--- src/rtl/tcfp_pkg.sv ---
package tcfp_pkg;

	localparam int MAX_FRAMES = 256;
	localparam int IDX_W      = $clog2(MAX_FRAMES);
	localparam int CNT_W      = IDX_W + 1;
	localparam int RAM_W      = 16 + 11 + 64;

	localparam logic [1:0] OP_LOAD  = 2'd0;
	localparam logic [1:0] OP_START = 2'd1;
	localparam logic [1:0] OP_STOP  = 2'd2;
	localparam logic [1:0] OP_TICK  = 2'd3;

	localparam logic [1:0] KIND_FRAME   = 2'd0;
	localparam logic [1:0] KIND_DONE    = 2'd1;
	localparam logic [1:0] KIND_REFUSED = 2'd2;

	localparam logic [2:0] CFG_FRAME_COUNT = 3'd0;
	localparam logic [2:0] CFG_LOOP_ENABLE = 3'd1;
	localparam logic [2:0] CFG_LOOP_FROM   = 3'd2;
	localparam logic [2:0] CFG_NMT_ENABLE  = 3'd3;
	localparam logic [2:0] CFG_NODE_ID     = 3'd4;
	localparam logic [2:0] CFG_SETTLE_MS   = 3'd5;
	localparam logic [2:0] CFG_TX_CAP      = 3'd6;
	localparam logic [2:0] CFG_WINDOW_MS   = 3'd7;

	localparam logic [15:0] OFFSET_MAX    = 16'd65000;
	localparam logic [6:0]  NODE_ID_RST   = 7'd21;
	localparam logic [15:0] SETTLE_RST    = 16'd900;
	localparam logic [5:0]  TX_CAP_RST    = 6'd24;
	localparam logic [15:0] WINDOW_RST    = 16'd1000;
	localparam logic [5:0]  TICK_SEND_MAX = 6'd63;
	localparam logic [7:0]  NMT_START     = 8'h01;
	localparam logic [10:0] NMT_ID        = 11'h000;
	localparam logic [3:0]  LEN_TAPE      = 4'd8;
	localparam logic [3:0]  LEN_NMT       = 4'd2;

	typedef struct packed {
		logic [1:0]  op;
		logic [7:0]  slot;
		logic [15:0] offset_ms;
		logic [10:0] frame_id;
		logic [63:0] payload;
	} req_t;

	typedef struct packed {
		logic [1:0]  kind;
		logic [10:0] can_id;
		logic [63:0] can_data;
		logic [3:0]  can_len;
		logic        last;
	} rsp_t;

	typedef enum logic [2:0] {
		RD_IDX,
		RD_LAST,
		RD_ZERO,
		RD_SCAN_NEXT
	} rd_sel_t;

	typedef enum logic [2:0] {
		PR_NONE,
		PR_FRAME,
		PR_NMT,
		PR_REFUSED,
		PR_DONE
	} prod_t;

	typedef struct packed {
		logic    load;
		logic    start;
		logic    stop;
		logic    tick;
		logic    advance;
		logic    lp_set;
		logic    scan_inc;
		logic    loop_hit;
		logic    finish;
		logic    flush;
		rd_sel_t rd_sel;
		prod_t   prod;
	} cmd_t;

	typedef struct packed {
		logic playing;
		logic settling;
		logic settle_gt1;
		logic table_empty;
		logic idx_ge_cnt;
		logic frame_late;
		logic cap_hit;
		logic scan_lt;
		logic scan_end;
		logic pend_valid;
		logic out_free;
		logic nmt_en;
		logic loop_en;
	} stat_t;

endpackage

--- src/rtl/tcfp_ctrl.sv ---
module tcfp_ctrl
	import tcfp_pkg::*;
(
	input  logic       clk,
	input  logic       arst_n,
	input  logic       req_valid,
	input  logic [1:0] req_op,
	input  stat_t      stat,
	output logic       busy,
	output cmd_t       cmd
);

	typedef enum logic [2:0] {
		S_IDLE,
		S_CHECK,
		S_FRAME,
		S_LP,
		S_SCAN,
		S_FINISH,
		S_FLUSH
	} state_t;

	state_t state_q, state_d;
	logic   can_prod;

	assign busy     = (state_q != S_IDLE);
	assign can_prod = !stat.pend_valid || stat.out_free;

	always_comb begin
		state_d = state_q;
		cmd     = '0;
		cmd.rd_sel = RD_IDX;
		cmd.prod   = PR_NONE;
		case (state_q)
			S_IDLE: begin
				if (req_valid) begin
					case (req_op)
						OP_LOAD: cmd.load = 1'b1;
						OP_START: begin
							if (stat.table_empty) begin
								cmd.prod = PR_REFUSED;
								state_d  = S_FLUSH;
							end else begin
								cmd.start = 1'b1;
								if (stat.nmt_en) begin
									cmd.prod = PR_NMT;
									state_d  = S_FLUSH;
								end
							end
						end
						OP_STOP: cmd.stop = 1'b1;
						default: begin
							if (stat.playing) begin
								cmd.tick = 1'b1;
								if (!(stat.settling && stat.settle_gt1)) begin
									state_d = S_CHECK;
								end
							end
						end
					endcase
				end
			end
			S_CHECK: begin
				if (stat.idx_ge_cnt) begin
					if (!stat.loop_en || stat.table_empty) begin
						state_d = S_FINISH;
					end else begin
						cmd.rd_sel = RD_LAST;
						state_d    = S_LP;
					end
				end else begin
					state_d = S_FRAME;
				end
			end
			S_FRAME: begin
				if (stat.frame_late || stat.cap_hit) begin
					state_d = stat.pend_valid ? S_FLUSH : S_IDLE;
				end else if (can_prod) begin
					cmd.prod    = PR_FRAME;
					cmd.advance = 1'b1;
					state_d     = S_CHECK;
				end
			end
			S_LP: begin
				cmd.lp_set = 1'b1;
				cmd.rd_sel = RD_ZERO;
				state_d    = S_SCAN;
			end
			S_SCAN: begin
				if (stat.scan_lt) begin
					if (stat.scan_end) begin
						state_d = S_FINISH;
					end else begin
						cmd.scan_inc = 1'b1;
						cmd.rd_sel   = RD_SCAN_NEXT;
					end
				end else begin
					cmd.loop_hit = 1'b1;
					state_d      = S_CHECK;
				end
			end
			S_FINISH: begin
				if (can_prod) begin
					cmd.finish = 1'b1;
					cmd.prod   = PR_DONE;
					state_d    = S_FLUSH;
				end
			end
			S_FLUSH: begin
				if (stat.out_free) begin
					cmd.flush = 1'b1;
					state_d   = S_IDLE;
				end
			end
			default: state_d = S_IDLE;
		endcase
	end

	always_ff @(posedge clk or negedge arst_n) begin
		if (!arst_n) begin
			state_q <= S_IDLE;
		end else begin
			state_q <= state_d;
		end
	end

endmodule

--- config.mk ---
export PLATFORM = sky130hd
export DESIGN_NAME = tcfp_ctrl
export DESIGN_NICKNAME = d
export VERILOG_FILES = /design/src/rtl/tcfp_pkg.sv /design/src/rtl/tcfp_ctrl.sv
export SDC_FILE = /design/constraint.sdc
export NUM_CORES = 1
export LEC_CHECK = 0
export BUFFER_PORTS_ARGS = -buffer_cell sky130_fd_sc_hd__buf_4
export CORE_MARGIN = 4
export CORE_UTILIZATION = 35
export CTS_CLUSTER_DIAMETER = 200
export DETAILED_ROUTE_END_ITERATION = 6
export PLACE_DENSITY = 0.74
export RECOVER_POWER = 100
export SYNTH_ARGS = -nofsm -noshare
export SYNTH_HDL_FRONTEND = slang
export SYNTH_SLANG_ARGS = --single-unit
--- constraint.sdc ---
create_clock -name clk -period 1.71 [get_ports clk]
set_input_delay 0.4275 -clock clk [delete_from_list [all_inputs] [get_ports clk]]
set_output_delay 0.4275 -clock clk [all_outputs]
set_load 0.1 [all_outputs]
==> results.ini, run 1 <==
[die]
io_pins = 35
die_w_um = 44.86
dieHeight_um = 44.86
start_util_pct = 37.00
rows = 13

[clocking]
post-cts-setup-buffers = 6
cts_root_buf = clkbuf_4
htree_levels = 1
clock_path_buffers = 2
cts.sinks = 3
cts_hold_buf = 1
cts-buffers-inserted = 3
cts_resized = 48

[yosys]
synth.most_common_cell = nor2_1
yosysTopAreaCell = dfrtp_1
synth_top_family_by_area = simple AND/OR/NAND/NOR gates
synth_top_area_share_pct = 15.79
netlist_instances = 65
ys_seq_elements = 3
synthArstFlopShare_pct = 100.0
synth_compound_area_share_pct = 22.89
synth_edf_count = 0
muxShareOfSynthArea_pct = 3.158
synthSimpleGateAreaFrac_pct = 45.26
synth.cell_area_um2 = 475.5
synth.cells.most_frequent = nor2_1, nand2_1
syn_nets = 83
synth_adder_area_share_pct = 0
synth_xor_area_share_pct = 0
yosysSeqAreaShare_pct = 15.79
ys.warnings.count = 0
synthFlopType = dfrtp_1
syn_avg_cell_area_um2 = 7.315
synth_cell_types = 34
yosys-top-cells-area = dfrtp_1, nor2_1, nand2_1

[status]
status = did not finish
tool.error = [ERROR DPL-0033] detailed placement checks failed during check placement.
stop_stage = clock tree synthesis (4_1_cts)

[place]
io_buffers = 33
gp_congestion = 0.8005
dp_hpwl_mm = 1.563

[cell families after synthesis]
kind of cell | Yosys count
AO/OA/AOI/OAI | 14
buffers and inverters | 7
flip-flops | 3
multiplexers | 1
other | 1
AND/OR/NAND/NOR | 39
[per-stage QoR]
step	utilization (%)	std cells	setup slack, ns	instance area, um^2	setup TNS [ns]
after detailed placement	78.29	129	-0.4139	1006	-1.865
after floorplan	-	65	-0.6418	633.1	-6.266
after global placement	78.29	129	-0.3702	1006	-1.641
==> run 2, diff against run 1 <==
--- a/config.mk
+++ b/config.mk
@@ -6,11 +6,10 @@
 export NUM_CORES = 1
 export LEC_CHECK = 0
 export BUFFER_PORTS_ARGS = -buffer_cell sky130_fd_sc_hd__buf_4
-export CORE_MARGIN = 4
-export CORE_UTILIZATION = 35
-export CTS_CLUSTER_DIAMETER = 200
+export CORE_AREA = 4 4 65 67
 export DETAILED_ROUTE_END_ITERATION = 6
-export PLACE_DENSITY = 0.74
+export DIE_AREA = 0 0 69 71
+export PLACE_DENSITY_LB_ADDON = 0.15
 export RECOVER_POWER = 100
 export SYNTH_ARGS = -nofsm -noshare
 export SYNTH_HDL_FRONTEND = slang
==> constraint.sdc (replaced) <==
create_clock -name clk -period 2.2 [get_ports clk]
set_input_delay 0.55 -clock clk [delete_from_list [all_inputs] [get_ports clk]]
set_output_delay 0.55 -clock clk [all_outputs]
set_load 0.1 [all_outputs]
==> results.ini, run 2 <==
[yosys]
ys_seq_elements = 3
synthFlopType = dfrtp_1
netlist_instances = 65
ys.warnings.count = 0
synth.cell_area_um2 = 475.5
yosys-top-cells-area = dfrtp_1, nor2_1, nand2_1
synth.cells.most_frequent = nor2_1, nand2_1
synthArstFlopShare_pct = 100.0
syn_nets = 83
yosysTopAreaCell = dfrtp_1
synth.most_common_cell = nor2_1
yosysSeqAreaShare_pct = 15.79
synth_top_area_share_pct = 15.79
syn_avg_cell_area_um2 = 7.315
synth_cell_types = 34
synth_edf_count = 0

[die]
dieHeight_um = 71
die_w_um = 69
io_pins = 35
die-area_mm2 = 0.004899
start_util_pct = 13.09
fp.coreArea_mm2 = 0.003633
rows = 22

[cells_and_area]
drive_above_1_share_pct = 60.75
reg_top3 = state_q x3
regMostFlops = state_q
layout_commonest_cell = buf_4
syn2layout_area_growth_pct = 110.3
n_antenna_cell = 0
largest_register_ffs = 3
layout_common_cells = buf_4, nand2_1, nor2_1, buf_6, clkbuf_4
nets = 126

[timing]
hold_slack_ns = 0.1365
finalHoldViolCount = 0
max_freq_ghz = 0.4563
period_needed_ns = 2.191
rsz0062_at_grt = true
tightest_slew_ns = 0.5431
setup_viol = 0
finClkSkew_ns = 0.0002951
slew-limit-headroom_pct = 63.95
finalMaxSlewViolations = 0
fin_crit_sh_pct = 99.61

[grt]
grt_pass1_wl_mm = 3.084
grt_overflow = 0
antenna_found_initial = 0
grt_max_degree = 15
grt_pass1_vias = 660
track_usage_pct = 7.679

[power_and_ir_drop]
total_power_mw = 1.325
powerDensity_mw_per_mm2 = 1326
ir_drop_v = 0.0006916
p_leak_nw = 0.4532

[drt]
firstDrtPassIters = 3
vias = 620
avgRoutedWirePerCell_um = 12.10
ant_nets = 0
wirelength_mm = 1.876
drtIter0Drc = 19
route.detailed.drc = 0
vias_per_cell = 4.000

[setup_path]
start_kind = input pin
required_ns = 1.65
end_kind = primary output
critPathArrivalTime_ns = 1.64
critical_path_class = input pin to primary output
worstPathMaxFanout = 3

[clocking]
clk_pin_slew_worst_paths_ns = 0.03
cts.sinks = 3
htree_levels = 1
cts_hold_buf = 0
clock_path_buffers = 2
clk_latency_ns = 0.21
cts_root_buf = clkbuf_8
cts_tree = yes
cts-buffers-inserted = 3

[run]
maxCapViolCount = 0

[hold_path]
hp-class = input pin to async pin

[place]
dp_hpwl_mm = 1.560
io_buffers = 33
gp_congestion = 0.6864

[status]
status = finished clean

run 2: cell counts after synthesis:
No cell type changed its count.
run 2: path summary, 6_finish.rpt:
check	slack [ns]	startpoint	cells after the start	endpoint
worst max-delay path	0.009	stat[6]	6	cmd[0]
worst min-delay path	0.14	arst_n	1	state_q[1]
worst max register to register	0.26	state_q[2]	5	state_q[1]
worst min register to register	0.76	state_q[2]	2	state_q[2]
max in group asynchronous	1.91	arst_n	1	state_q[0]
min in group clk	0.76	state_q[2]	2	state_q[2]
run 2: logic make-up after synthesis:
logic type / after synthesis / share of synthesized area, %
AOI/OAI and AO/OA: 14 / 22.89
buffers and inverters: 7 / 12.11
DFF: 3 / 15.79
muxes: 1 / 3.157
other: 1 / 0.7887
and+or+nand+nor: 39 / 45.26
run 2: layout make-up:
type / instances / area [um^2]
Fill cell: 406 / 2634
Multi-Input combinational cell: 55 / 451.7
Timing Repair Buffer: 42 / 354.1
Sequential cell: 3 / 75.07
Tap cell: 48 / 60.06
Clock buffer: 4 / 45.04
Inverter: 3 / 13.76
run 2: power by group:
part	total [mW]	internal, mW	switching (mW)
clock network	0.156	0.123	0.0332
logic	1.07	0.340	0.726
registers	0.102	0.0834	0.0190
run 2: per-layer routing:
layer	vias up	part of all wire [%]	track usage, %
li1	321	-	-
met1	287	43	8.900
met2	12	54	13.98
met3	0	3.0	1.563
met4	0	0	2.603
met5	-	0	0
run 2: worst max-delay path, stage by stage:
cell and delay (ns):
buf_4 0.12, nor2_4 0.07, or4b_4 0.49, nor2_4 0.14, a21o_4 0.11, buf_12 0.16
run 2: what timing repair did:
action	in CTS	in global routing
pin swaps	2	1
gates resized for setup	10	6
hold endpoints to repair	0	0
setup buffers	1	0
setup endpoints to repair	4	6
run 2: stage by stage:
| step | cell area, um^2 | setup slack, ns | cells | setup TNS (ns) | utilization (%) |
|---|---|---|---|---|---|
| CTS | 1017 | 0.004010 | 155 | 0 | 28.00 |
| global route | 999.7 | -0.03316 | 155 | -0.03316 | 27.51 |
| finish | 999.7 | 0.008549 | 155 | 0 | 27.51 |
| global placement | 925.9 | -0.1775 | 150 | -0.2921 | 25.48 |
| detailed placement | 925.9 | -0.2074 | 150 | -0.3493 | 25.48 |
| floorplan | 601.8 | -0.4063 | 65 | -2.246 | - |
Note: power is estimated with default switching activity, not from simulation.
==> run 3, diff against run 2 <==
--- a/config.mk
+++ b/config.mk
@@ -5,6 +5,7 @@
 export SDC_FILE = /design/constraint.sdc
 export NUM_CORES = 1
 export LEC_CHECK = 0
+export ABC_AREA = 1
 export BUFFER_PORTS_ARGS = -buffer_cell sky130_fd_sc_hd__buf_4
 export CORE_AREA = 4 4 65 67
 export DETAILED_ROUTE_END_ITERATION = 6
==> results.ini, run 3 <==
[status]
status = finished clean

[cells_and_area]
fin_area_mm2 = 0.001127
fin_cells = 198
syn2layout_area_growth_pct = 89.29
reg_top3 = state_q x3
drive_above_1_share_pct = 46.67
layout_common_cells = nand2_1, buf_4, nor2_1
n_antenna_cell = 0
nets = 169
regMostFlops = state_q
fin_util_pct = 31.03
largest_register_ffs = 3

[clocking]
cts_tree = yes
clk_latency_ns = 0.21
cts_root_buf = clkbuf_8
htree_levels = 1
cts.sinks = 3
clk_pin_slew_worst_paths_ns = 0.03
cts_hold_buf = 0
cts-buffers-inserted = 3
clock_path_buffers = 2

[setup_path]
worstPathMaxFanout = 5
rr_endpoint = state_q[1]
rr_startpoint = state_q[1]
rr_worst_depth = 7
reg2reg_slack_ns = 0.73
critPathArrivalTime_ns = 1.53
start_kind = flop
end_kind = primary output
required_ns = 1.65
critical_path_class = flop to primary output

[timing]
finalHoldViolCount = 0
max_freq_ghz = 0.4803
fin_crit_sh_pct = 94.63
finClkSkew_ns = 0.0007562
finalMaxSlewViolations = 0
setup_viol = 0
slew-limit-headroom_pct = 64.23
period_needed_ns = 2.082
tightest_slew_ns = 0.5389
rsz0062_at_grt = false
fin_setup_tns_ns = 0

[place]
place_area_mm2 = 0.001055
io_buffers = 33
dp_hpwl_mm = 1.915
post-place-cells = 193
gp_congestion = 0.8731

[yosys]
netlist_instances = 110
yosysSeqAreaShare_pct = 12.61
ys.warnings.count = 0
synth_cell_types = 19
synth_top_area_share_pct = 15.76
syn_avg_cell_area_um2 = 5.414
synth.cells.most_frequent = nand2_1, nor2_1, inv_1
synth.cell_area_um2 = 595.6
syn_nets = 128
yosysTopAreaCell = nand2_1
ys_seq_elements = 3
synthArstFlopShare_pct = 100.0
synth.most_common_cell = nand2_1
yosys-top-cells-area = nand2_1, nor2_1, dfrtp_1
synthFlopType = dfrtp_1
synth_edf_count = 0

[drt]
firstDrtPassIters = 5
avgRoutedWirePerCell_um = 11.05
vias = 813
route.detailed.drc = 0
ant_nets = 0
vias_per_cell = 4.106
drtIter0Drc = 46
wirelength_mm = 2.187

[die]
fp.coreArea_mm2 = 0.003633
dieHeight_um = 71
die-area_mm2 = 0.004899
start_util_pct = 16.39
die_w_um = 69
rows = 22
io_pins = 35

[grt]
grt_pass1_vias = 821
grt_max_degree = 12
track_usage_pct = 9.273
grt_overflow = 0
antenna_found_initial = 0
grt_pass1_wl_mm = 3.795

[power_and_ir_drop]
total_power_mw = 1.299
powerDensity_mw_per_mm2 = 1153
p_leak_nw = 0.5710
ir_drop_v = 0.0001914
p_comb_share_pct = 79.4
internal_power_mw = 0.4805
p_seq_share_pct = 8.6
switching_share_pct = 63.02
pwr-share-clk_pct = 12.1
p_sw_mw = 0.8190

[run]
maxCapViolCount = 0

[hold_path]
hp-class = input pin to async pin

==> run 3: cell count changes in the layout (fill, tap and decap cells not counted), moves of 4 or more <==
cell,change
nand2_1,+17
inv_1,+12
nor2_1,+9
nand4_1,+8
nand3_1,+7
nand2_2,+4
nor4_4,+4
==> run 3: per-layer routing <==
layer / wire length [um] / track usage, % / up-vias
met5: 0 / 0 / -
met4: 0 / 2.603 / 0
met3: 64 / 0.9943 / 0
met2: 1173 / 16.63 / 16
met1: 949 / 11.69 / 363
li1: - / - / 434
==> run 3: cells by family (layout without fill, tap and decap cells) <==
kind of cell / count (synthesis) / count (layout) / synth area share, %
buffers and inverters: 21 / 61 / 17.02
other: 1 / 1 / 0.6296
flip-flops: 3 / 3 / 12.60
AND/OR/NAND/NOR: 80 / 80 / 64.49
AO/OA/AOI/OAI: 5 / 5 / 5.254
==> run 3: layout make-up <==
cell class | instances | area (um^2)
multi-input combinational | 86 | 558.0
sequential | 3 | 76.32
fill | 418 | 2506
timing repair buffer | 40 | 316.6
clock buffer | 4 | 45.04
inverter | 17 | 71.32
tap | 48 | 60.06
==> run 3: worst max-delay path: stages (launching register included) <==
cell     delay [ns]
dfrtp_2        0.44
nor2_4         0.18
nand4_1        0.25
o21ai_1        0.19
buf_6          0.25
==> run 3: how the worst max path moves through the flow <==
| stage | start | endpoint | slack, ns | cells past startpoint |
|---|---|---|---|---|
| final | state_q[1] | cmd[4] | 0.12 | 4 |
| after global routing | state_q[0] | cmd[3] | 0.02 | 6 |
| after CTS | state_q[1] | cmd[4] | 0.02 | 4 |
| after detailed placement | req_op[1] | cmd[0] | 0.16 | 7 |
| after global placement | state_q[2] | cmd[0] | 0.18 | 6 |
| after floorplan | state_q[0] | cmd[12] | -0.39 | 4 |
==> run 3: per-stage QoR <==
| stage | setup slack [ns] | hold WS [ns] |
|---|---|---|
| 4_1_cts | 0.01874 | 0.1143 |
| 3_3_place_gp | 0.1830 | 0.3389 |
| 2_1_floorplan | -0.3910 | 0.2544 |
| 5_1_grt | 0.02414 | 0.1375 |
| 3_5_place_dp | 0.1632 | 0.3404 |
| 6_report | 0.1181 | 0.1349 |
==> run 3: power groups by stage <==
stage | combinational, mW | sequential (mW) | clock, mW
after floorplan | 0.852 | 0.0950 | 0
after global placement | 1.03 | 0.106 | 0
after detailed placement | 1.03 | 0.107 | 0
after CTS | 1.04 | 0.109 | 0.161
after global routing | 1.12 | 0.117 | 0.169
final | 1.03 | 0.111 | 0.157
==> run 3: repair_timing <==
item	4_1_cts	5_1_grt
gates resized for setup	3	7
pin swaps	0	2
setup buffers	0	1
endpoints found under the setup margin	2	6
==> run 4, diff against run 3 <==
--- a/config.mk
+++ b/config.mk
@@ -6,10 +6,10 @@
 export NUM_CORES = 1
 export LEC_CHECK = 0
 export ABC_AREA = 1
-export BUFFER_PORTS_ARGS = -buffer_cell sky130_fd_sc_hd__buf_4
 export CORE_AREA = 4 4 65 67
 export DETAILED_ROUTE_END_ITERATION = 6
 export DIE_AREA = 0 0 69 71
+export DONT_BUFFER_PORTS = 1
 export PLACE_DENSITY_LB_ADDON = 0.15
 export RECOVER_POWER = 100
 export SYNTH_ARGS = -nofsm -noshare
==> results.ini, run 4 (same netlist as run 3, synthesis figures left out) <==
[drt]
vias_per_cell = 4.257
ant_nets = 0
firstDrtPassIters = 4
avgRoutedWirePerCell_um = 11.45
drtIter0Drc = 22
route.detailed.drc = 0
vias = 762
wirelength_mm = 2.049

[timing]
finClkSkew_ns = 0.001759
tightest_slew_ns = 0.5388
postLayoutSetupSlackWorst_ns = 0.07968
hold_slack_ns = 0.03072
period_needed_ns = 2.120
fin_crit_sh_pct = 96.38
finalHoldViolCount = 0
max_freq_ghz = 0.4716
slew-limit-headroom_pct = 64.23
rsz0062_at_grt = false
setup_viol = 0
finalMaxSlewViolations = 0

[die]
io_pins = 35
start_util_pct = 16.39
dieHeight_um = 71
fp.coreArea_mm2 = 0.003633
die-area_mm2 = 0.004899
rows = 22
die_w_um = 69

[place]
post-place-cells = 175
gp_congestion = 0.8334
dp_hpwl_mm = 1.802
dp_slack_ns = 0.2505
io_buffers = 0

[setup_path]
end_kind = primary output
start_kind = flop
critPathArrivalTime_ns = 1.57
required_ns = 1.65
critical_path_class = flop to primary output
rr_worst_depth = 6
path_cells = nor2_4, nand4_1, o21ai_2, buf_6
rr_startpoint = state_q[1]
worstPathMaxFanout = 5
cp_top_family = simple AND/OR/NAND/NOR gates
cp_slowest_cell = dfrtp_1
slowest_delay_ns = 0.45
path_buf_inv = 1
reg2reg_slack_ns = 0.78
rr_endpoint = state_q[0]

[cells_and_area]
n_antenna_cell = 0
syn2layout_area_growth_pct = 75.00
layout_commonest_cell = nand2_1
layout_common_cells = nand2_1, nor2_1, inv_1
nets = 150
reg_top3 = state_q x3
fin_cells = 179
largest_register_ffs = 3
regMostFlops = state_q
drive_above_1_share_pct = 37.40

[clocking]
clk_latency_ns = 0.22
clk_pin_slew_worst_paths_ns = 0.03
clock_path_buffers = 2
cts-buffers-inserted = 3
cts_root_buf = clkbuf_8
cts.sinks = 3
htree_levels = 1
cts_tree = yes
cts_resized = 0
post-cts-setup-buffers = 0
cts_hold_buf = 0

[grt]
antenna_found_initial = 0
grt_pass1_wl_mm = 3.512
grt_pass1_vias = 749
track_usage_pct = 8.684
grt_max_degree = 12
grt_overflow = 0

[run]
maxCapViolCount = 0

[power_and_ir_drop]
ir_drop_v = 0.0002525
p_leak_nw = 0.5021
powerDensity_mw_per_mm2 = 1238

[hold_path]
hp-class = input pin to async pin

[status]
status = finished clean

## run 4: cell types whose count changed in the layout (fill, tap and decap cells not counted)
cell,before,now
buf_4,24,6
buf_12,1,5
clkbuf_4,7,4
nor2_1,15,18
nor2_2,6,3
buf_2,1,0
buf_6,4,5
clkbuf_1,2,1
clkbuf_2,2,1
dfrtp_1,2,3
dfrtp_2,1,0
o21ai_1,1,0
o21ai_2,0,1
## run 4: metrics by stage
stage               util (%)  TNS (ns)  power (mW)  cell area, um^2
floorplan                  -    -1.596      0.9466            739.5
global placement       30.23         0       1.202             1099
detailed placement     30.23         0       1.196             1099
CTS                    31.47         0       1.366             1144
global route           28.68         0       1.385             1042
finish                 28.68         0       1.291             1042
## run 4: worst max path at each step
| stage | startpoint | endpoint | slack, ns | cells after the start |
|---|---|---|---|---|
| floorplan | state_q[0] | cmd[12] | -0.39 | 4 |
| global placement | state_q[2] | cmd[0] | 0.27 | 6 |
| detailed placement | state_q[2] | cmd[0] | 0.25 | 6 |
| CTS | state_q[2] | cmd[0] | 0.002 | 6 |
| global route | state_q[1] | cmd[9] | 0.01 | 5 |
| finish | state_q[1] | cmd[4] | 0.08 | 4 |
## run 4: power breakdown
group	internal [mW]	total (mW)	leakage, nW	switching [mW]
logic	0.283	1.02	0.441	0.738
clock network	0.124	0.160	0.0228	0.0361
registers	0.0795	0.110	0.0386	0.0301
total	0.486	1.29	0.502	0.805
## run 4: final cells by class
cell class / count / area [um^2]
Fill cell: 418 / 2591
Multi-Input combinational cell: 86 / 554.3
Timing Repair Buffer: 21 / 236.5
Sequential cell: 3 / 75.07
Inverter: 17 / 71.32
Tap cell: 48 / 60.06
Clock buffer: 4 / 45.04
## run 4: per-layer routing
| metal | vias up | GRT usage, % | routed length [um] |
|---|---|---|---|
| li1 | 397 | - | - |
| met1 | 339 | 11.27 | 880 |
| met2 | 26 | 14.09 | 1026 |
| met3 | 0 | 2.699 | 142 |
| met4 | 0 | 1.952 | 0 |
| met5 | - | 0 | 0 |
